<file path="src/hw/rtl/bsr_pkg.sv">
`timescale 1ns / 1ps
`default_nettype none
// ----------------------------------------------------------------------------
// bsr_pkg
// Shared widths, register map and reset values for the bisection square root.
// ----------------------------------------------------------------------------
package bsr_pkg;

  localparam int DATA_W   = 32;
  localparam int STEP_W   = 7;
  localparam int PROD_W   = 2 * DATA_W;
  localparam int TDATA_W  = 40;
  localparam int CFG_AW   = 3;
  localparam int CFG_DW   = 32;

  localparam int FRAC_BITS_DEF = 16;
  localparam int INT_BITS_DEF  = 16;
  localparam int MAX_ITER_DEF  = 64;

  localparam logic [DATA_W-1:0] EPSILON_RST = 32'd6554;

  typedef enum logic [0:0] {
    REG_EPSILON = 1'b0
  } reg_idx_t;

endpackage : bsr_pkg
`default_nettype wire

</file>
<file path="src/hw/rtl/bisection_square_root.sv">
`timescale 1ns / 1ps
`default_nettype none
// ----------------------------------------------------------------------------
// bisection_square_root
// Unsigned fixed-point square root by bisection with one shared multiplier.
// ----------------------------------------------------------------------------
// Each bisection step does a midpoint add, a 32x32 square and a compare with
// the tolerance window in turn, for up to MAX_ITER steps per item; radicands
// zero and one skip the search. The single squaring multiplier is reused by
// every step. The input is not ready while an item is searched; a finished
// item waits in the output register while the next item may already be
// accepted.
module bisection_square_root #(
  parameter int FRAC_BITS = bsr_pkg::FRAC_BITS_DEF,
  parameter int INT_BITS  = bsr_pkg::INT_BITS_DEF,
  parameter int MAX_ITER  = bsr_pkg::MAX_ITER_DEF
) (
  input  wire logic                         clk,
  input  wire logic                         rst_n,
  input  wire logic                         in_tvalid,
  output logic                              in_tready,
  input  wire logic [bsr_pkg::DATA_W-1:0]   in_tdata,   // radicand[31:0]
  output logic                              out_tvalid,
  input  wire logic                         out_tready,
  output logic [bsr_pkg::TDATA_W-1:0]       out_tdata,  // root[31:0], converged[32],
                                                        // steps_taken[39:33]
  input  wire logic                         cfg_psel,
  input  wire logic                         cfg_penable,
  input  wire logic                         cfg_pwrite,
  input  wire logic [bsr_pkg::CFG_AW-1:0]   cfg_paddr,
  input  wire logic [bsr_pkg::CFG_DW-1:0]   cfg_pwdata,
  output logic [bsr_pkg::CFG_DW-1:0]        cfg_prdata,
  output logic                              cfg_pready
);
  import bsr_pkg::*;

  localparam int VAL_W = (INT_BITS + FRAC_BITS >= DATA_W) ? DATA_W : INT_BITS + FRAC_BITS;
  localparam logic [PROD_W-1:0] VAL_MASK64 = (VAL_W >= DATA_W) ? {PROD_W{1'b1}}
                                             : ((PROD_W'(1) << VAL_W) - PROD_W'(1));
  localparam logic [DATA_W-1:0] VAL_MASK = VAL_MASK64[DATA_W-1:0];
  localparam logic [DATA_W-1:0] ONE      = DATA_W'(1) << FRAC_BITS;
  localparam logic [STEP_W-1:0] ITER_CAP = STEP_W'(MAX_ITER);

  typedef enum logic [2:0] {
    ST_IDLE,
    ST_MID,
    ST_MUL,
    ST_CMP,
    ST_FIN
  } state_t;

  state_t              state_r;
  logic [DATA_W-1:0]   eps_r;
  logic [DATA_W-1:0]   low_r;
  logic [DATA_W-1:0]   high_r;
  logic [DATA_W-1:0]   mid_r;
  logic [PROD_W-1:0]   sq_r;
  logic [PROD_W:0]     lim_hi_r;
  logic [PROD_W-1:0]   lim_lo_r;
  logic [PROD_W-1:0]   target_r;
  logic [STEP_W-1:0]   step_r;
  logic                conv_r;
  logic                out_valid_r;
  logic [TDATA_W-1:0]  out_data_r;

  logic                cfg_wr;
  reg_idx_t            cfg_idx;
  logic                in_fire;
  logic [DATA_W-1:0]   v_in;
  logic [PROD_W-1:0]   target_in;
  logic [PROD_W-1:0]   tol_in;
  logic [DATA_W:0]     mid_sum;
  logic                sq_lt;
  logic                in_window;
  logic [STEP_W-1:0]   step_inc;
  logic                out_free;

  assign cfg_pready = 1'b1;
  assign cfg_idx    = reg_idx_t'(cfg_paddr[CFG_AW-1]);
  assign cfg_wr     = cfg_psel && cfg_penable && cfg_pwrite && cfg_pready
                      && (cfg_paddr[CFG_AW-1] == 1'b0);

  always_comb begin
    unique case (cfg_idx)
      REG_EPSILON: cfg_prdata = eps_r;
      default:     cfg_prdata = '0;
    endcase
  end

  assign in_tready = (state_r == ST_IDLE);
  assign in_fire   = in_tvalid && in_tready;
  assign v_in      = in_tdata & VAL_MASK;
  assign target_in = {{DATA_W{1'b0}}, v_in} << FRAC_BITS;
  assign tol_in    = {{DATA_W{1'b0}}, eps_r} << FRAC_BITS;

  assign mid_sum   = {1'b0, low_r} + {1'b0, high_r};
  assign sq_lt     = (sq_r < target_r);
  assign in_window = ({1'b0, sq_r} <= lim_hi_r) && (sq_r >= lim_lo_r);
  assign step_inc  = step_r + STEP_W'(1);
  assign out_free  = !out_valid_r || out_tready;

  assign out_tvalid = out_valid_r;
  assign out_tdata  = out_data_r;

  always_ff @(posedge clk) begin
    if (!rst_n) begin
      state_r     <= ST_IDLE;
      eps_r       <= EPSILON_RST;
      low_r       <= '0;
      high_r      <= '0;
      mid_r       <= '0;
      step_r      <= '0;
      conv_r      <= 1'b0;
      out_valid_r <= 1'b0;
    end else begin
      if (cfg_wr) begin
        eps_r <= cfg_pwdata;
      end
      if (out_valid_r && out_tready && (state_r != ST_FIN)) begin
        out_valid_r <= 1'b0;
      end
      unique case (state_r)
        ST_IDLE: begin
          if (in_fire) begin
            step_r   <= '0;
            low_r    <= '0;
            high_r   <= (v_in < ONE) ? ONE : v_in;
            target_r <= target_in;
            lim_hi_r <= {1'b0, target_in} + {1'b0, tol_in};
            lim_lo_r <= (target_in >= tol_in) ? (target_in - tol_in) : '0;
            if (v_in == '0 || v_in == ONE) begin
              mid_r   <= v_in;
              conv_r  <= 1'b1;
              state_r <= ST_FIN;
            end else begin
              state_r <= ST_MID;
            end
          end
        end
        ST_MID: begin
          mid_r   <= mid_sum[DATA_W:1];
          state_r <= ST_MUL;
        end
        ST_MUL: begin
          sq_r    <= {{DATA_W{1'b0}}, mid_r} * {{DATA_W{1'b0}}, mid_r};
          state_r <= ST_CMP;
        end
        ST_CMP: begin
          step_r <= step_inc;
          if (sq_lt) begin
            low_r <= mid_r;
          end else begin
            high_r <= mid_r;
          end
          conv_r <= in_window;
          if (in_window || step_inc == ITER_CAP) begin
            state_r <= ST_FIN;
          end else begin
            state_r <= ST_MID;
          end
        end
        ST_FIN: begin
          if (out_free) begin
            out_valid_r <= 1'b1;
            out_data_r  <= {step_r, conv_r, mid_r};
            state_r     <= ST_IDLE;
          end
        end
        default: state_r <= ST_IDLE;
      endcase
    end
  end

  a_cap_when_not_conv: assert property (@(posedge clk) disable iff (!rst_n)
    (out_tvalid && !out_tdata[DATA_W]) |-> (out_tdata[TDATA_W-1:DATA_W+1] == ITER_CAP))
    else $error("result without convergence before the step cap");

  a_bounds_ordered: assert property (@(posedge clk) disable iff (!rst_n)
    (state_r == ST_MID) |-> (low_r <= high_r))
    else $error("bisection bounds crossed");

  a_cmp_next: assert property (@(posedge clk) disable iff (!rst_n)
    (state_r == ST_CMP) |=> (state_r == ST_MID || state_r == ST_FIN))
    else $error("compare step left the search loop unexpectedly");

  a_steps_bounded: assert property (@(posedge clk) disable iff (!rst_n)
    (state_r != ST_IDLE) |-> (step_r <= ITER_CAP))
    else $error("step count beyond cap");

endmodule : bisection_square_root
`default_nettype wire
</file>
<file path="config.mk">
export PLATFORM = sky130hd
export DESIGN_NAME = bisection_square_root
export DESIGN_NICKNAME = d
export VERILOG_FILES = /design/src/hw/rtl/bsr_pkg.sv /design/src/hw/rtl/bisection_square_root.sv
export SDC_FILE = /design/constraint.sdc
export NUM_CORES = 2
export LEC_CHECK = 0
export ABC_CLOCK_PERIOD_IN_PS = 14400
export BUFFER_PORTS_ARGS = -buffer_cell sky130_fd_sc_hd__buf_4
export CELL_PAD_IN_SITES_DETAIL_PLACEMENT = 1
export CELL_PAD_IN_SITES_GLOBAL_PLACEMENT = 1
export CORE_MARGIN = 2
export CORE_UTILIZATION = 55
export DETAILED_ROUTE_END_ITERATION = 10
export PLACE_DENSITY_LB_ADDON = 0.1
export REMOVE_ABC_BUFFERS = 1
export SYNTH_ARGS = -nofsm -noshare
export SYNTH_HDL_FRONTEND = slang
export SYNTH_SLANG_ARGS = --single-unit
</file>
<file path="constraint.sdc">
create_clock -name clk -period 14.4 [get_ports clk]
set_input_delay 1.44 -clock clk [delete_from_list [all_inputs] [get_ports clk]]
set_output_delay 1.44 -clock clk [all_outputs]
set_load 0.01 [all_outputs]
</file>
; Word level (Yosys, flattened, before mapping)
; Index checks and enable logic that the tools add are counted.
[totals]
reg_bits = 405
input_bits = 74
output_inout_bits = 75
elab_cells = 84
[classes]
n_addsub = 4
multipliers = 1
magnitude_cmp = 5
n_eq_ne = 12
n_mux = 24
bitwise = 1
reduce_logical = 24
[op_table]
columns = operator, n
row1 = $mux 32, 8
row2 = $pmux 32 s2, 3
row3 = $le 64x65->1, 1
row4 = $ge 64x64->1, 1
row5 = $lt 64x48->1, 1
row6 = $mul 32x32->64, 1
row7 = $add 48x48->49, 1
row8 = $sub 48x48->49, 1
row9 = $ge 48x48->1, 1
row10 = $add 32x32->33, 1
row11 = $eq 32x17->1 const B, 1
row12 = $logic_not 32->1, 1
row13 = $lt 32x17->1 const B, 1
row14 = $reduce_and 3->1, 6
row15 = $pmux 3 s5, 1
row16 = $pmux 7 s2, 1
row17 = $mux 3, 4
row18 = $add 7x1->7 const B, 1
row19 = $eq 7x7->1 const B, 1
row20 = $logic_and 1x1->1, 7
row21 = $mux 7, 1
row22 = $eq 3x2->1 const B, 2
row23 = $ne 2x2->1 const B, 3
row24 = $reduce_and 2->1, 3
row25 = 11 further kinds, 19

; Logic depth before layout (Yosys ltp)
[depth]
depth_word = 5
mapped_depth = 31
ltp_nobuf = 29

; Least setup slack after synthesis
; No wires, ideal clock.
[synth_path]
path_kind = flip-flop to flip-flop
from = register mid_r[11]
to = register sq_r[63] (data pin)
setup_ps = 266
t_arrival_ps = 7728
t_required_ps = 14134
slack_ps = 6406
path_stages_with_launch = 30
path_cell_list = dfxtp_1 clkbuf_1 clkbuf_1 nand2_1 fa_1 inv_1 fa_1 fa_1 inv_1 fa_1 inv_1 fa_1 inv_1 fa_1 inv_1 fa_1 inv_1 fa_1 inv_1 ha_1 o21ai_0 o21bai_1 o311ai_1 or2_2 o21a_1 o31a_1 o31a_1 o211ai_1 and4_1 nor3_1
[synth_via]
elab_chain_len = 1
[synth_lines]
columns = element, line_no
row1 = from (decl), bisection_square_root.sv:56  ; logic [DATA_W-1:0] mid_r;
row2 = from (signal assigned), bisection_square_root.sv:132  ; mid_r <= v_in;
row3 = from (signal assigned), bisection_square_root.sv:141  ; mid_r <= mid_sum[DATA_W:1];
row4 = $mul 32x32->64, bisection_square_root.sv:145  ; sq_r <= {{DATA_W{1'b0}}, mid_r} * {{DATA_W{1'b0}}, mid_r};
row5 = to (signal assigned), bisection_square_root.sv:145
row6 = to (decl), bisection_square_root.sv:57  ; logic [PROD_W-1:0] sq_r;
; No other way between the ends.
; A chain may end at the register's enable or synchronous reset.

; Final worst setup path
[layout_path]
from = register mid_r[7]
to = register sq_r[57] (data pin)
; Same word-level chain as after synthesis.

==> impl_metrics.toml <==
[status]
status = "complete, no violations"

[logic_synthesis]
synth_ff_type = "edfxtp_1"
synthXorXnorAreaFrac = 0.0310
yosysTopAreaCell = "fa_1"
synthTopCellsByCount = "inv_1 (1180), fa_1 (795), nand2_1 (577)"
muxShareOfSynthArea = 0.0147
synth_area_um2 = 49200
synthAdderAreaFrac = 0.453
synth_simple_gate_area_frac = 0.125
yosys_register_bits = 341
synth_cell_types = 81
synth_area_leaders = "fa_1 (32%), ha_1 (13%), edfxtp_1 (12%), inv_1 (9.0%), dfxtp_1 (5.7%)"
yosysSeqAreaShare = 0.180
ys_async_sr_fraction = 0
yosys.cell_count.top_type = "inv_1"
synth_top_family_by_area = "adder cells"
synth-compound-area-share = 0.0888
yosysWarningCount = 0
synth_top_cell_area_share = 0.324
synth_edf_count = 201
syn_area_per_cell_um2 = 9.34
syn-instance-count = 5267

[worst_setup_path]
cp-end-kind = "flip-flop"
worst_setup_path_start_kind = "flip-flop"
criticalPathCategory = "flip-flop to flip-flop"
path_max_fanout = 21
timing.rr.start = "mid_r[7]"
worst-r2r-cell-count = 25
timing.rr.end = "sq_r[57]"
crit_required_ns = 14.74
cp.arrival_ns = 10.07
worst-r2r-setup-slack_ns = 4.67

[final_layout]
fin_cells = 6489
drive_above_1_share = 0.0603
num-nets-final = 6666
area_delta_synth_final_pct = 7.57
fin_util = 0.598
antenna_cells = 0
fin_area_um2 = 52900

[clock_tree]
numCtsBuffers = 43
ctsRootBufferMaster = "clkbuf_16"
cts-resized-gates = 0
clkTransAtPathRegs_ns = 0.07
htree_levels = 2
cts_hold_buf = 0
clockBufferDepth = 3
clock_sinks = 341
insertion_delay_ns = 0.63
cts_setup_buffers = 0
cts_tree = "built"

[grt]
grt_max_degree = 73
grt_usage = 0.344
grt_antenna_before_repair = 2
grt_pass1_vias = 42700
grt_remaining_overflow = 0
grt_first_pass_wirelength_mm = 240

[pwr]
vdd_drop_max_mv = 0.0897
power_density_nw_per_um2 = 63.3
design_power_total_mw = 3.35
p_leak_nw = 27.7

[floorplan]
die_w_um = 303
ios = 149
dieArea_um2 = 91800
fp.coreArea_um2 = 88500
start_util = 0.556
die_h_um = 303
rows = 109

[job]
maxCapViolations = 0

[timing]
fin_crit_sh = 0.675
fin_skew_ns = 0.0464
setup_viol = 0
final.setup.tns_ns = 0
slew_headroom = 0.220
tightest_slew_ns = 1.17
worst_slack_ns = 4.67
final_max_slew_viol_count = 0
hold_ws_ns = 0.435
rsz0062_at_grt = "false"
post-route-min-period_ns = 9.73
final-hold-violation-count = 0
max_freq_mhz = 103

[min_path]
hold_end = "low_r[8]"
hold_path_class = "flip-flop to flip-flop"
min_from = "mid_r[8]"
hold_depth = 2

[placed_design]
placed_area_um2 = 51300
pre_cts_ws_ns = 4.93
port_buffers = 145
place_inst = 6409
dp_hpwl_mm = 121
routabilityCongestion = 0.901

[detailed_routing]
drc = 0
wl_per_cell_um = 23.7
drtAntennaViolNets = 0
first_pass_iters = 5
first_iter_violations = 2105
routed_via_density = 5.76
drt-total-wl_mm = 154
vias = 37400
==> worst max-delay path by stage <==
| stage | cells after the start | end | from | slack [ns] |
|---|---|---|---|---|
| after floorplan | 27 | sq_r[63] | mid_r[2] | 6.41 |
| after global placement | 27 | sq_r[61] | mid_r[11] | 5.06 |
| after detailed placement | 27 | sq_r[61] | mid_r[11] | 4.93 |
| after CTS | 27 | sq_r[61] | mid_r[11] | 4.93 |
| after global routing | 27 | sq_r[61] | mid_r[11] | 4.50 |
| final | 25 | sq_r[57] | mid_r[7] | 4.67 |
==> registers in the layout, indices dropped and copies added, names as in the netlist, 32 cells and up <==
signal and cells:
mid_r 32, sq_r 63, out_tdata 40, eps_r 32, high_r 32, target_r 32
lim_lo_r 33, low_r 32, lim_hi_r 33
==> cell usage in the layout, fill, tap and decap left out, types with 16 or more instances in the layout <==
| master | count |
|---|---|
| inv_1 | 1180 |
| fa_1 | 795 |
| nand2_1 | 577 |
| ha_1 | 508 |
| and2_1 | 238 |
| a21oi_1 | 212 |
| edfxtp_1 | 201 |
| nor2_1 | 195 |
| buf_4 | 193 |
| dfxtp_1 | 132 |
| a21o_1 | 110 |
| xnor2_1 | 109 |
| o21ai_0 | 103 |
| mux2i_1 | 70 |
| xor2_1 | 65 |
| nand4_1 | 46 |
| nand3_1 | 44 |
| clkbuf_16 | 44 |
| nor3_1 | 39 |
| o21bai_1 | 34 |
| nor2b_1 | 32 |
| nand2b_1 | 25 |
| a31oi_1 | 24 |
| nor4_1 | 22 |
| o21a_1 | 21 |
| and3_1 | 19 |
| a211oi_1 | 18 |
| o211ai_1 | 18 |
| or3_1 | 16 |
==> cell type report <==
type                            count  area, um^2
Clock buffer                       50        1150
Tap cell                         1165        1460
Clock inverter                     30         437
Inverter                         1186        4450
Sequential cell                   341        8850
Multi-Input combinational cell   3524       35100
Timing Repair Buffer              193        1450
Fill cell                       10100       35600
==> power breakdown <==
group	internal [mW]	switching (mW)	leakage [nW]
clock network	0.731	0.509	0.774
logic	0.302	0.608	23.9
registers	1.13	0.0685	3.02
total	2.17	1.18	27.7
==> per-layer routing <==
metal  track usage  vias to the layer above  part of all wire
li1              -                    16600                 -
met1         0.408                    19400              0.38
met2         0.626                     1043              0.52
met3        0.0400                      424             0.051
met4         0.152                        2             0.050
met5             0                        -          0.000059
==> logic make-up after synthesis <==
group / count (synthesis)
other: 1
AO/OA/AOI/OAI: 672
multiplexers: 72
buffers and inverters: 1402
flip-flops: 341
adder cells (fa/ha/maj): 1303
XOR/XNOR: 174
AND/OR/NAND/NOR: 1302
==> critical path: stages (launching register included) <==
cell and delay (ns):
dfxtp_1 0.70, buf_4 0.45, inv_1 0.46, nor2_1 0.32, fa_1 0.54, fa_1 0.44, fa_1 0.55, inv_1 0.06
fa_1 0.54, inv_1 0.05, fa_1 0.45, ha_1 0.33, fa_1 0.55, inv_1 0.06, fa_1 0.54, inv_1 0.06
ha_1 0.35, a211oi_1 0.25, o21bai_1 0.18, o311ai_1 0.76, o31ai_1 0.41, a21o_1 0.30, o22ai_1 0.49, o31a_1 0.29
o21bai_1 0.12, xor2_1 0.16
Note: power is estimated with default switching activity, not from simulation.
